### src/rtl/core/metd_pkg.sv
// ----------------------------------------------------------------------------
// metd_pkg: shared types and constants for the Morse edge timing decoder
// Holds the queue entry format, back-end states and the code lookup.
// ----------------------------------------------------------------------------
package metd_pkg;

  localparam int unsigned TimeW     = 32;
  localparam int unsigned UnitW     = 10;
  localparam int unsigned CharW     = 7;
  localparam int unsigned ElemW     = 5;
  localparam int unsigned ElemCntW  = 3;
  localparam int unsigned StepW     = 5;

  localparam logic [UnitW-1:0]    UnitReset = 10'd100;
  localparam logic [UnitW-1:0]    UnitMin   = 10'd1;
  localparam logic [UnitW-1:0]    UnitMax   = 10'd1000;
  localparam logic [ElemCntW-1:0] MaxElems  = 3'd5;
  localparam logic [CharW-1:0]    AsciiSpace = 7'h20;
  localparam logic [CharW-1:0]    NoChar     = 7'h00;

  // one edge handed from front to back
  typedef struct packed {
    logic [TimeW-1:0] elapsed;
    logic             level;
  } edge_t;

  typedef enum logic [1:0] {
    ST_IDLE,
    ST_DIV,
    ST_DECIDE,
    ST_SEND
  } back_state_t;

  // index is (1 << count) | element bits, dash = 1
  function automatic logic [CharW-1:0] morse_lookup(input logic [5:0] idx);
    logic [CharW-1:0] ch;
    unique case (idx)
      6'd6:  ch = 7'h41; // A
      6'd17: ch = 7'h42;
      6'd21: ch = 7'h43;
      6'd9:  ch = 7'h44;
      6'd2:  ch = 7'h45;
      6'd20: ch = 7'h46;
      6'd11: ch = 7'h47;
      6'd16: ch = 7'h48;
      6'd4:  ch = 7'h49;
      6'd30: ch = 7'h4A;
      6'd13: ch = 7'h4B;
      6'd18: ch = 7'h4C;
      6'd7:  ch = 7'h4D;
      6'd5:  ch = 7'h4E;
      6'd15: ch = 7'h4F;
      6'd22: ch = 7'h50;
      6'd27: ch = 7'h51;
      6'd10: ch = 7'h52;
      6'd8:  ch = 7'h53;
      6'd3:  ch = 7'h54;
      6'd12: ch = 7'h55;
      6'd24: ch = 7'h56;
      6'd14: ch = 7'h57;
      6'd25: ch = 7'h58;
      6'd29: ch = 7'h59;
      6'd19: ch = 7'h5A; // Z
      6'd62: ch = 7'h31;
      6'd60: ch = 7'h32;
      6'd56: ch = 7'h33;
      6'd48: ch = 7'h34;
      6'd32: ch = 7'h35;
      6'd33: ch = 7'h36;
      6'd35: ch = 7'h37;
      6'd39: ch = 7'h38;
      6'd47: ch = 7'h39;
      6'd63: ch = 7'h30;
      default: ch = NoChar;
    endcase
    return ch;
  endfunction

endpackage

### src/rtl/core/morse_edge_timing_decoder.sv
// ----------------------------------------------------------------------------
// morse_edge_timing_decoder: Morse decoder from edge timestamps
// Measures mark and gap lengths in unit periods and emits ASCII letters,
// digits and word spaces.
//
//   port group   dir   contents
//   s_*          in    edge request: tdata[31:0] time_ms, tdata[32] level
//   m_*          out   result: tdata[6:0] character, tlast last
//   cfg_*        in    unit_period_ms write, 1..1000, others ignored
//
// An edge request is taken into a short queue; the decoding time per edge
// is set by the bit-serial 32-step divider.
// Reset is synchronous; unit period returns to 100 ms, pattern state clears.
// s_tready falls only when the queue is full; the result register holds
// while m_tready is low, and the decoder then waits in its send step.
// ----------------------------------------------------------------------------
module morse_edge_timing_decoder #(
  parameter int unsigned QUEUE_DEPTH = 2
) (
  input  logic        clk,
  input  logic        rst,
  input  logic        s_tvalid,
  output logic        s_tready,
  input  logic [39:0] s_tdata,     // [31:0] time_ms, [32] level
  output logic        m_tvalid,
  input  logic        m_tready,
  output logic [7:0]  m_tdata,     // [6:0] character
  output logic        m_tlast,
  input  logic        cfg_wr_en,
  input  logic [9:0]  cfg_wr_data
);

  logic            push_valid;
  logic            push_ready;
  metd_pkg::edge_t push_data;
  logic            q_valid;
  logic            q_pop;
  metd_pkg::edge_t q_data;

  metd_front u_front (
    .clk        (clk),
    .rst        (rst),
    .s_tvalid   (s_tvalid),
    .s_tready   (s_tready),
    .s_tdata    (s_tdata),
    .push_valid (push_valid),
    .push_ready (push_ready),
    .push_data  (push_data)
  );

  metd_fifo #(
    .Depth (QUEUE_DEPTH)
  ) u_fifo (
    .clk       (clk),
    .rst       (rst),
    .in_valid  (push_valid),
    .in_ready  (push_ready),
    .in_data   (push_data),
    .out_valid (q_valid),
    .out_ready (q_pop),
    .out_data  (q_data)
  );

  metd_back u_back (
    .clk         (clk),
    .rst         (rst),
    .cfg_wr_en   (cfg_wr_en),
    .cfg_wr_data (cfg_wr_data),
    .q_valid     (q_valid),
    .q_pop       (q_pop),
    .q_data      (q_data),
    .m_tvalid    (m_tvalid),
    .m_tready    (m_tready),
    .m_tdata     (m_tdata),
    .m_tlast     (m_tlast)
  );

endmodule

### src/rtl/core/metd_front.sv
// ----------------------------------------------------------------------------
// metd_front: edge intake
// Accepts edge requests, tracks the previous timestamp and forwards the
// elapsed time with the sampled level. The first edge only sets the base.
// ----------------------------------------------------------------------------
module metd_front (
  input  logic                          clk,
  input  logic                          rst,
  input  logic                          s_tvalid,
  output logic                          s_tready,
  input  logic [39:0]                   s_tdata,
  output logic                          push_valid,
  input  logic                          push_ready,
  output metd_pkg::edge_t               push_data
);

  logic [metd_pkg::TimeW-1:0] previous_time;
  logic                       seen_first_edge;
  logic [metd_pkg::TimeW-1:0] now;
  logic                       accept;

  assign now        = s_tdata[31:0];
  assign s_tready   = push_ready;
  assign accept     = s_tvalid & push_ready;
  assign push_valid = s_tvalid & seen_first_edge;

  assign push_data.elapsed = now - previous_time;
  assign push_data.level   = s_tdata[32];

  always_ff @(posedge clk) begin
    if (rst) begin
      previous_time   <= '0;
      seen_first_edge <= 1'b0;
    end else if (accept) begin
      previous_time   <= now;
      seen_first_edge <= 1'b1;
    end
  end

endmodule

### src/rtl/core/metd_fifo.sv
// ----------------------------------------------------------------------------
// metd_fifo: edge queue
// Short register queue between intake and decode.
// ----------------------------------------------------------------------------
module metd_fifo #(
  parameter int unsigned Depth = 2
) (
  input  logic            clk,
  input  logic            rst,
  input  logic            in_valid,
  output logic            in_ready,
  input  metd_pkg::edge_t in_data,
  output logic            out_valid,
  input  logic            out_ready,
  output metd_pkg::edge_t out_data
);

  localparam int unsigned PtrW = (Depth > 1) ? $clog2(Depth) : 1;
  localparam int unsigned CntW = $clog2(Depth + 1);
  localparam logic [PtrW-1:0] LastPtr = PtrW'(Depth - 1);
  localparam logic [CntW-1:0] Full    = CntW'(Depth);

  metd_pkg::edge_t entries [Depth];
  logic [PtrW-1:0] wr_ptr;
  logic [PtrW-1:0] rd_ptr;
  logic [CntW-1:0] count;
  logic            push;
  logic            pop;

  assign in_ready  = (count != Full);
  assign out_valid = (count != '0);
  assign out_data  = entries[rd_ptr];
  assign push      = in_valid & in_ready;
  assign pop       = out_valid & out_ready;

  always_ff @(posedge clk) begin
    if (push) begin
      entries[wr_ptr] <= in_data;
    end
  end

  always_ff @(posedge clk) begin
    if (rst) begin
      wr_ptr <= '0;
      rd_ptr <= '0;
      count  <= '0;
    end else begin
      if (push) begin
        wr_ptr <= (wr_ptr == LastPtr) ? '0 : wr_ptr + 1'b1;
      end
      if (pop) begin
        rd_ptr <= (rd_ptr == LastPtr) ? '0 : rd_ptr + 1'b1;
      end
      unique case ({push, pop})
        2'b10:   count <= count + 1'b1;
        2'b01:   count <= count - 1'b1;
        default: count <= count;
      endcase
    end
  end

endmodule

### src/rtl/core/metd_back.sv
// ----------------------------------------------------------------------------
// metd_back: timing decode
// Divides elapsed time by the unit period one quotient bit per cycle,
// builds the dot/dash pattern and emits letters and spaces.
// ----------------------------------------------------------------------------
module metd_back (
  input  logic                         clk,
  input  logic                         rst,
  input  logic                         cfg_wr_en,
  input  logic [metd_pkg::UnitW-1:0]   cfg_wr_data,
  input  logic                         q_valid,
  output logic                         q_pop,
  input  metd_pkg::edge_t              q_data,
  output logic                         m_tvalid,
  input  logic                         m_tready,
  output logic [7:0]                   m_tdata,
  output logic                         m_tlast
);

  metd_pkg::back_state_t state, state_next;

  logic [metd_pkg::UnitW-1:0]    unit_period_ms;
  logic [metd_pkg::TimeW-1:0]    dvd;
  logic [metd_pkg::UnitW-1:0]    rem;
  logic [metd_pkg::StepW-1:0]    step;
  logic                          level;
  logic [metd_pkg::ElemW-1:0]    element_bits;
  logic [metd_pkg::ElemCntW-1:0] element_count;
  logic                          pattern_overflow;
  logic [metd_pkg::CharW-1:0]    pend_char;
  logic                          pend_space;

  logic [metd_pkg::UnitW:0]      trial;
  logic                          qbit;
  logic [metd_pkg::UnitW:0]      trial_diff;
  logic [5:0]                    code_idx;
  logic [metd_pkg::CharW-1:0]    letter;
  logic                          is_dot;
  logic                          is_dash;
  logic                          gap_end;
  logic                          word_end;
  logic                          out_free;
  logic                          load_out;
  logic [metd_pkg::CharW-1:0]    out_char;
  logic                          out_last;

  // restoring divide step
  assign trial      = {rem, dvd[metd_pkg::TimeW-1]};
  assign qbit       = (trial >= {1'b0, unit_period_ms});
  assign trial_diff = trial - {1'b0, unit_period_ms};

  // dvd holds the quotient in ST_DECIDE
  assign is_dot   = ~level & (dvd == 32'd1);
  assign is_dash  = ~level & (dvd == 32'd3);
  assign gap_end  = level & (dvd >= 32'd3);
  assign word_end = level & (dvd >= 32'd7);

  assign code_idx = (6'd1 << element_count) | {1'b0, element_bits};
  assign letter   = (!pattern_overflow && element_count != '0)
                    ? metd_pkg::morse_lookup(code_idx) : metd_pkg::NoChar;

  assign out_free = ~m_tvalid | m_tready;

  always_comb begin
    state_next = state;
    q_pop      = 1'b0;
    load_out   = 1'b0;
    out_char   = metd_pkg::AsciiSpace;
    out_last   = 1'b1;
    unique case (state)
      metd_pkg::ST_IDLE: begin
        if (q_valid) begin
          q_pop      = 1'b1;
          state_next = metd_pkg::ST_DIV;
        end
      end
      metd_pkg::ST_DIV: begin
        if (step == '1) begin
          state_next = metd_pkg::ST_DECIDE;
        end
      end
      metd_pkg::ST_DECIDE: begin
        if (gap_end && (letter != metd_pkg::NoChar || word_end)) begin
          state_next = metd_pkg::ST_SEND;
        end else begin
          state_next = metd_pkg::ST_IDLE;
        end
      end
      metd_pkg::ST_SEND: begin
        if (out_free) begin
          load_out = 1'b1;
          if (pend_char != metd_pkg::NoChar) begin
            out_char = pend_char;
            out_last = ~pend_space;
            if (!pend_space) begin
              state_next = metd_pkg::ST_IDLE;
            end
          end else begin
            state_next = metd_pkg::ST_IDLE;
          end
        end
      end
      default: state_next = metd_pkg::ST_IDLE;
    endcase
  end

  always_ff @(posedge clk) begin
    if (rst) begin
      state            <= metd_pkg::ST_IDLE;
      unit_period_ms   <= metd_pkg::UnitReset;
      step             <= '0;
      element_bits     <= '0;
      element_count    <= '0;
      pattern_overflow <= 1'b0;
      pend_char        <= metd_pkg::NoChar;
      pend_space       <= 1'b0;
      m_tvalid         <= 1'b0;
    end else begin
      state <= state_next;

      // out-of-range writes are dropped
      if (cfg_wr_en && cfg_wr_data >= metd_pkg::UnitMin
          && cfg_wr_data <= metd_pkg::UnitMax) begin
        unit_period_ms <= cfg_wr_data;
      end

      if (q_pop) begin
        dvd   <= q_data.elapsed;
        level <= q_data.level;
        rem   <= '0;
        step  <= '0;
      end

      if (state == metd_pkg::ST_DIV) begin
        dvd  <= {dvd[metd_pkg::TimeW-2:0], qbit};
        rem  <= qbit ? trial_diff[metd_pkg::UnitW-1:0] : trial[metd_pkg::UnitW-1:0];
        step <= step + 1'b1;
      end

      if (state == metd_pkg::ST_DECIDE) begin
        if (is_dot || is_dash) begin
          if (element_count < metd_pkg::MaxElems) begin
            element_bits[element_count] <= is_dash;
            element_count               <= element_count + 1'b1;
          end else begin
            pattern_overflow <= 1'b1;
          end
        end
        if (gap_end) begin
          element_bits     <= '0;
          element_count    <= '0;
          pattern_overflow <= 1'b0;
        end
        pend_char  <= letter;
        pend_space <= word_end;
      end

      if (load_out && pend_char != metd_pkg::NoChar) begin
        pend_char <= metd_pkg::NoChar;
      end

      if (load_out) begin
        m_tvalid <= 1'b1;
      end else if (m_tready) begin
        m_tvalid <= 1'b0;
      end
    end
  end

  always_ff @(posedge clk) begin
    if (load_out) begin
      m_tdata <= {1'b0, out_char};
      m_tlast <= out_last;
    end
  end

endmodule

### config.mk
export PLATFORM = sky130hd
export DESIGN_NAME = morse_edge_timing_decoder
export DESIGN_NICKNAME = d
export VERILOG_FILES = /design/src/rtl/core/metd_pkg.sv /design/src/rtl/core/morse_edge_timing_decoder.sv /design/src/rtl/core/metd_front.sv /design/src/rtl/core/metd_fifo.sv /design/src/rtl/core/metd_back.sv
export SDC_FILE = /design/constraint.sdc
export NUM_CORES = 1
export LEC_CHECK = 0
export ABC_AREA = 1
export BUFFER_PORTS_ARGS = -buffer_cell sky130_fd_sc_hd__buf_2
export CORE_MARGIN = 10
export CORE_UTILIZATION = 60
export CTS_BUF_LIST = sky130_fd_sc_hd__clkbuf_8
export DETAILED_ROUTE_END_ITERATION = 8
export GPL_TIMING_DRIVEN = 0
export PLACE_DENSITY_LB_ADDON = 0.05
export SETUP_SLACK_MARGIN = 0.05
export SLEW_MARGIN = 20
export SYNTH_ARGS = -nofsm -noshare
export SYNTH_HDL_FRONTEND = slang
export SYNTH_SLANG_ARGS = --single-unit
### constraint.sdc
create_clock -name clk -period 4.4 [get_ports clk]
set_input_delay 1.32 -clock clk [delete_from_list [all_inputs] [get_ports clk]]
set_output_delay 1.32 -clock clk [all_outputs]
set_load 0.005 [all_outputs]
Yosys cells after proc, flatten, opt, wreduce, memory -nomap -nowiden
Memories as Yosys holds them, arrays and structs flattened. A register that Yosys moved wholly into a read port is not among the register bits.
Cells that the tools add are included.
Widths: inputs -> output; s select.
{"block": "word_totals", "regBits": 123, "ram_bits": 66, "romBits": 448, "input_bits": 55, "mem_count": 2}
{"memory": "(no name shown)", "words": 64, "word_bits": 7, "rd": 1, "rd_ports_with_merged_regs": 0, "write_ports": 0, "line_no": "metd_pkg.sv:37", "rtl": "unique case (idx)"}
{"memory": "u_fifo.entries", "words": 2, "word_bits": 33, "rd": 1, "rd_ports_with_merged_regs": 1, "write_ports": 1, "line_no": "metd_fifo.sv:23", "rtl": "metd_pkg::edge_t entries [Depth];"}
{"block": "op_classes", "addsub": 8, "magnitude_cmp": 8, "eq_ne": 14, "n_shift": 1, "muxes": 40, "bitwise": 14, "reduce_logical": 26}
{"cell": "$mux 32", "count": 2}
{"cell": "$eq 32x1->1 const B", "count": 1}
{"cell": "$eq 32x2->1 const B", "count": 1}
{"cell": "$ge 32x2->1 const B", "count": 1}
{"cell": "$ge 32x3->1 const B", "count": 1}
{"cell": "$sub 32x32->32", "count": 1}
{"cell": "$mux 10", "count": 3}
{"cell": "$mux 5", "count": 5}
{"cell": "$mux 1", "count": 16}
{"cell": "$reduce_bool 7->1", "count": 2}
{"cell": "$mux 2", "count": 6}
{"cell": "$reduce_bool 2->1", "count": 6}
{"cell": "$ge 11x10->1", "count": 1}
{"cell": "$ge 10x1->1 const B", "count": 1}
{"cell": "$le 10x10->1 const B", "count": 1}
{"cell": "$sub 10x10->10", "count": 1}
{"cell": "$mux 3", "count": 3}
{"cell": "$reduce_and 3->1", "count": 3}
{"cell": "$and 1x1->1", "count": 8}
{"cell": "$pmux 2 s4", "count": 1}
{"cell": "$mux 7", "count": 1}
{"cell": "$eq 2x2->1 const B", "count": 3}
{"cell": "$logic_and 1x1->1", "count": 6}
{"cell": "$ne 2x1->1 const B", "count": 3}
{"cell": "26 further kinds", "count": 34}

Longest topological paths before layout
An unclocked memory read counts as a cell.
{"block": "logic_depth", "word_depth": 9, "depth_mapped": 18}

Modules after synthesis
Synthesis repeated with hierarchy kept, for this count alone.
{"block": "hier_totals", "hier_cells": 1478, "hier_area_um2": 11541.1}
{"mod": "metd_back", "instances": 1, "cells_per_inst": 686, "area_per_inst_um2": 5146.2, "seq_area_each_um2": 2232.1}
{"mod": "metd_front", "instances": 1, "cells_per_inst": 651, "area_per_inst_um2": 3616.0, "seq_area_each_um2": 660.6}
{"mod": "metd_fifo", "instances": 1, "cells_per_inst": 141, "area_per_inst_um2": 2778.9, "seq_area_each_um2": 2082.0}

Worst setup path before layout
Ideal clock, no wire load.
{"block": "synth_path", "path_type": "input to register", "from": "input port rst", "to": "register u_back.dvd[0] in the netlist's numbering (enable)", "setup_ns": 0.441, "arrival_ns": 3.511, "path_slack_ns": 0.448, "cell_stages": 3, "path_buffers": 2, "cell_sequence": "clkbuf_1 > clkbuf_1 > nor2_1"}
{"block": "synth_between", "elab_chain_cells": 2}
{"item": "start, declared", "line_no": "morse_edge_timing_decoder.sv:21", "rtl": "input logic rst,"}
{"item": "$not 1->1 (no source line)"}
{"item": "$reduce_and 2->1 (no source line)"}
{"item": "end signal, assigned", "line_no": "metd_back.sv:128", "rtl": "dvd <= q_data.elapsed;"}
{"item": "end signal, assigned", "line_no": "metd_back.sv:135", "rtl": "dvd <= {dvd[metd_pkg::TimeW-2:0], qbit};"}
{"item": "end, declared", "line_no": "metd_back.sv:23", "rtl": "logic [metd_pkg::TimeW-1:0] dvd;"}
Every way passes these cells.
A chain may end at the register's enable or synchronous reset.

==> results_dict.tcl <==
set metrics [dict create \
    status "completed" \
    r2r_cells 16 \
    setup_tns_ps 0 \
    synth-seq-cells 190 \
    path_cells "buf_2 -> inv_1 -> ha_1 -> fa_1 -> o21ai_0 -> nand3_1 -> nand3_1 -> a21oi_1 -> o21ai_0 -> xor2_1" \
    area_delta_synth_final_pct 10.1 \
    place_congestion 0.918 \
    clk_path_buf_depth 2 \
    hp-start "u_front.previous_time[12]" \
    clk_latency_ps 470 \
    min_period_over_period_pct 69.2 \
    final_hold_viol_count 0 \
    first_global_vias 8393 \
    peakVddDrop_mv 0.254 \
    die_area_mm2 0.0231 \
    synth_warnings 0 \
    crit_start "s_tdata[0]" \
    antenna_found_initial 0 \
    p_leak_nw 4.69 \
    clock_skew_ps 15.7 \
    fin_area_mm2 0.0115 \
    layout-drive-gt1-share_pct 8.78 \
    routed_wl_mm 24.3 \
    chipWidth_um 152 \
    arrival_ps 3340 \
    num-fill-cells 1503 \
    synthCells 1263 \
    portBuffers 57 \
    start_kind "input pin" \
    layout_commonest_cell "nand2_1" \
    clock-sinks 190 \
    post_dp_cell_area_mm2 0.0111 \
    setup_slack_ps 1360 \
    cts_buffers 17 \
    die_h_um 152 \
    gr-total-overflow 0 \
    place_ws_ps 898 \
    path_class "input pin to register" \
    rrSetupSlack_ps 1650 \
    drc 0 \
    coreArea_mm2 0.0172 \
    netlist_area_mm2 0.0105 \
    tightest_slew_ps 730 \
    required_ps 4690 \
    clock.fmax_mhz 329 \
    ys_types 46 \
    worstHoldEndpoint "u_front.previous_time[12]" \
    crit_path_top_delay_cell "fa_1" \
    cts_tree "built" \
    globalRouteTotalUtil_pct 20.7 \
    post-cts-setup-buffers 0 \
    layout.nets 1455 \
    avgSynthCellArea_um2 8.28 \
    hpwlAfterDp_mm 18.6 \
    n_antenna_cell 0 \
    syn_nets 1376 \
    ys_seq_area_share_pct 47.6 \
    start_util_pct 60.9 \
    clk_pin_slew_ps 90 \
    num_rows 48 \
    hold_path.class "register to register" \
    cts_resized 0 \
    drv_slew 0 \
    max_slew_margin_pct 51.3 \
    powerDensity_mw_per_mm2 508 \
    grt_max_degree 28 \
    critical_path.max_stage_delay_ps 440 \
    drt_iter0_drc 408 \
    rsz0062_at_grt "false" \
    r2r_start "u_back.element_count[0]" \
    r2r_end "u_back.state[0]" \
    wire_per_inst_um 15.4 \
    min_path_cells 2 \
    cts.root.buffer_cell "clkbuf_8" \
    cap_violations 0 \
    via_count 8558 \
    layout_common_cells "nand2_1 (224), inv_1 (172), o21ai_0 (160), a21oi_1 (137), edfxtp_1 (117)" \
    crit_path_max_fanout 3 \
    io_pins 66 \
    cts-hold-fix-buffers 0 \
    post-route-min-period_ps 3040 \
    antenna_left 0 \
    firstDrtPassIters 5 \
    setup_viol 0 \
    h-tree-depth 4 \
    grt_pass1_wl_mm 40.0 \
    viasPerCell 5.42 \
    hold_slack_ps 462 \
    cp-end-kind "register" \
]
==> synth_stat cells, drive strengths merged <==
library cell / instances / share of area (%)
nor2: 107 / 3.9
mux2: 1 / 0.11
conb: 1 / 0.036
edfxtp: 117 / 34
o221ai: 1 / 0.084
nor3: 17 / 0.81
xnor2: 11 / 0.92
o311ai: 1 / 0.084
mux2i: 1 / 0.096
ha: 56 / 6.7
nor4: 4 / 0.24
nand3b: 2 / 0.14
o41ai: 1 / 0.084
clkinv: 1 / 0.048
nand4: 10 / 0.60
clkbuf: 30 / 1.1
fa: 2 / 0.38
nand2: 234 / 8.8
o211ai: 7 / 0.50
nand3: 62 / 3.0
or2: 1 / 0.060
a21oi: 139 / 6.8
inv: 172 / 6.2
buf: 7 / 0.53
o21ai: 163 / 7.9
a211oi: 2 / 0.14
o21bai: 5 / 0.39
a31oi: 2 / 0.12
dfxtp: 73 / 14
a21o: 5 / 0.36
o2111ai: 1 / 0.084
xor2: 27 / 2.3
==> state kept, by name (all words and copies together), names as in the netlist, 2 cells and up, named ones only <==
name and count:
u_back.element_bits 5, u_back.unit_period_ms 10, u_fifo.entries 66, u_front.previous_time 32
u_back.rem 10, u_fifo.count 2, u_back.pend_char 7, u_back.dvd 32
u_back.step 5, u_back.element_count 3, u_back.m_tdata 7, u_back.state 2
==> kinds of logic after synthesis <==
kind of cell,count (synthesis),synth area share (%)
mux,2,0.203
flops,190,47.6
other cells,1,0.0359
compound gates,327,16.5
fa+ha+maj,58,7.08
buf+inv,210,7.84
simple gates,437,17.6
xor+xnor,38,3.18
==> routing by layer <==
layer / global-route usage, % / share of wire, % / vias to the layer above / wire, um
met5: 0 / 0 / - / 0
met4: 7.29 / 1.6 / 0 / 397
met3: 3.39 / 4.2 / 31 / 1020
met2: 37.1 / 50 / 204 / 12200
met1: 24.4 / 44 / 3911 / 10600
li1: - / - / 4412 / -
==> area by class of cell <==
class / count / area, um^2 / area share [%]
Inverter: 173 / 651 / 5.65
Multi-Input combinational cell: 863 / 4690 / 40.7
Clock buffer: 17 / 234 / 2.03
Tap cell: 225 / 282 / 2.44
Clock inverter: 15 / 170 / 1.48
Sequential cell: 190 / 4970 / 43.2
Buffer: 37 / 169 / 1.47
Timing Repair Buffer: 60 / 353 / 3.06
==> worst max-delay path, delay by kind of cell <==
| family | cells | cell delay, ps |
|---|---|---|
| AND/OR/NAND/NOR | 2 | 330 |
| AO/OA/AOI/OAI | 3 | 670 |
| buffers and inverters | 2 | 110 |
| adder cells (fa/ha/maj) | 2 | 670 |
| XOR/XNOR | 1 | 230 |
==> report_power, final <==
part / switching (W) / internal (W)
clock network: 0.000632 / 0.000560
logic: 0.00140 / 0.000692
registers: 0.000151 / 0.00241
==> worst max path at each step <==
stage	endpoint	slack (ps)	cells after the start
floorplan	u_back.dvd[0]	450	3
finish	u_fifo.entries[1][21]	1360	10
detailed placement	u_fifo.entries[1][21]	900	10
global route	u_fifo.entries[1][21]	1210	10
global placement	u_back.rem[6]	-910	4
CTS	u_fifo.entries[1][21]	1390	10
==> per-stage QoR <==
stage	power [W]	utilization, %	std cells
after detailed placement	0.00468	64.7	1548
after global placement	0.00461	64.2	1545
after floorplan	0.00407	-	1263
final	0.00585	67.1	1580
after CTS	0.00585	67.1	1580
after global routing	0.00626	67.1	1580
(Power assumes the default switching activity.)
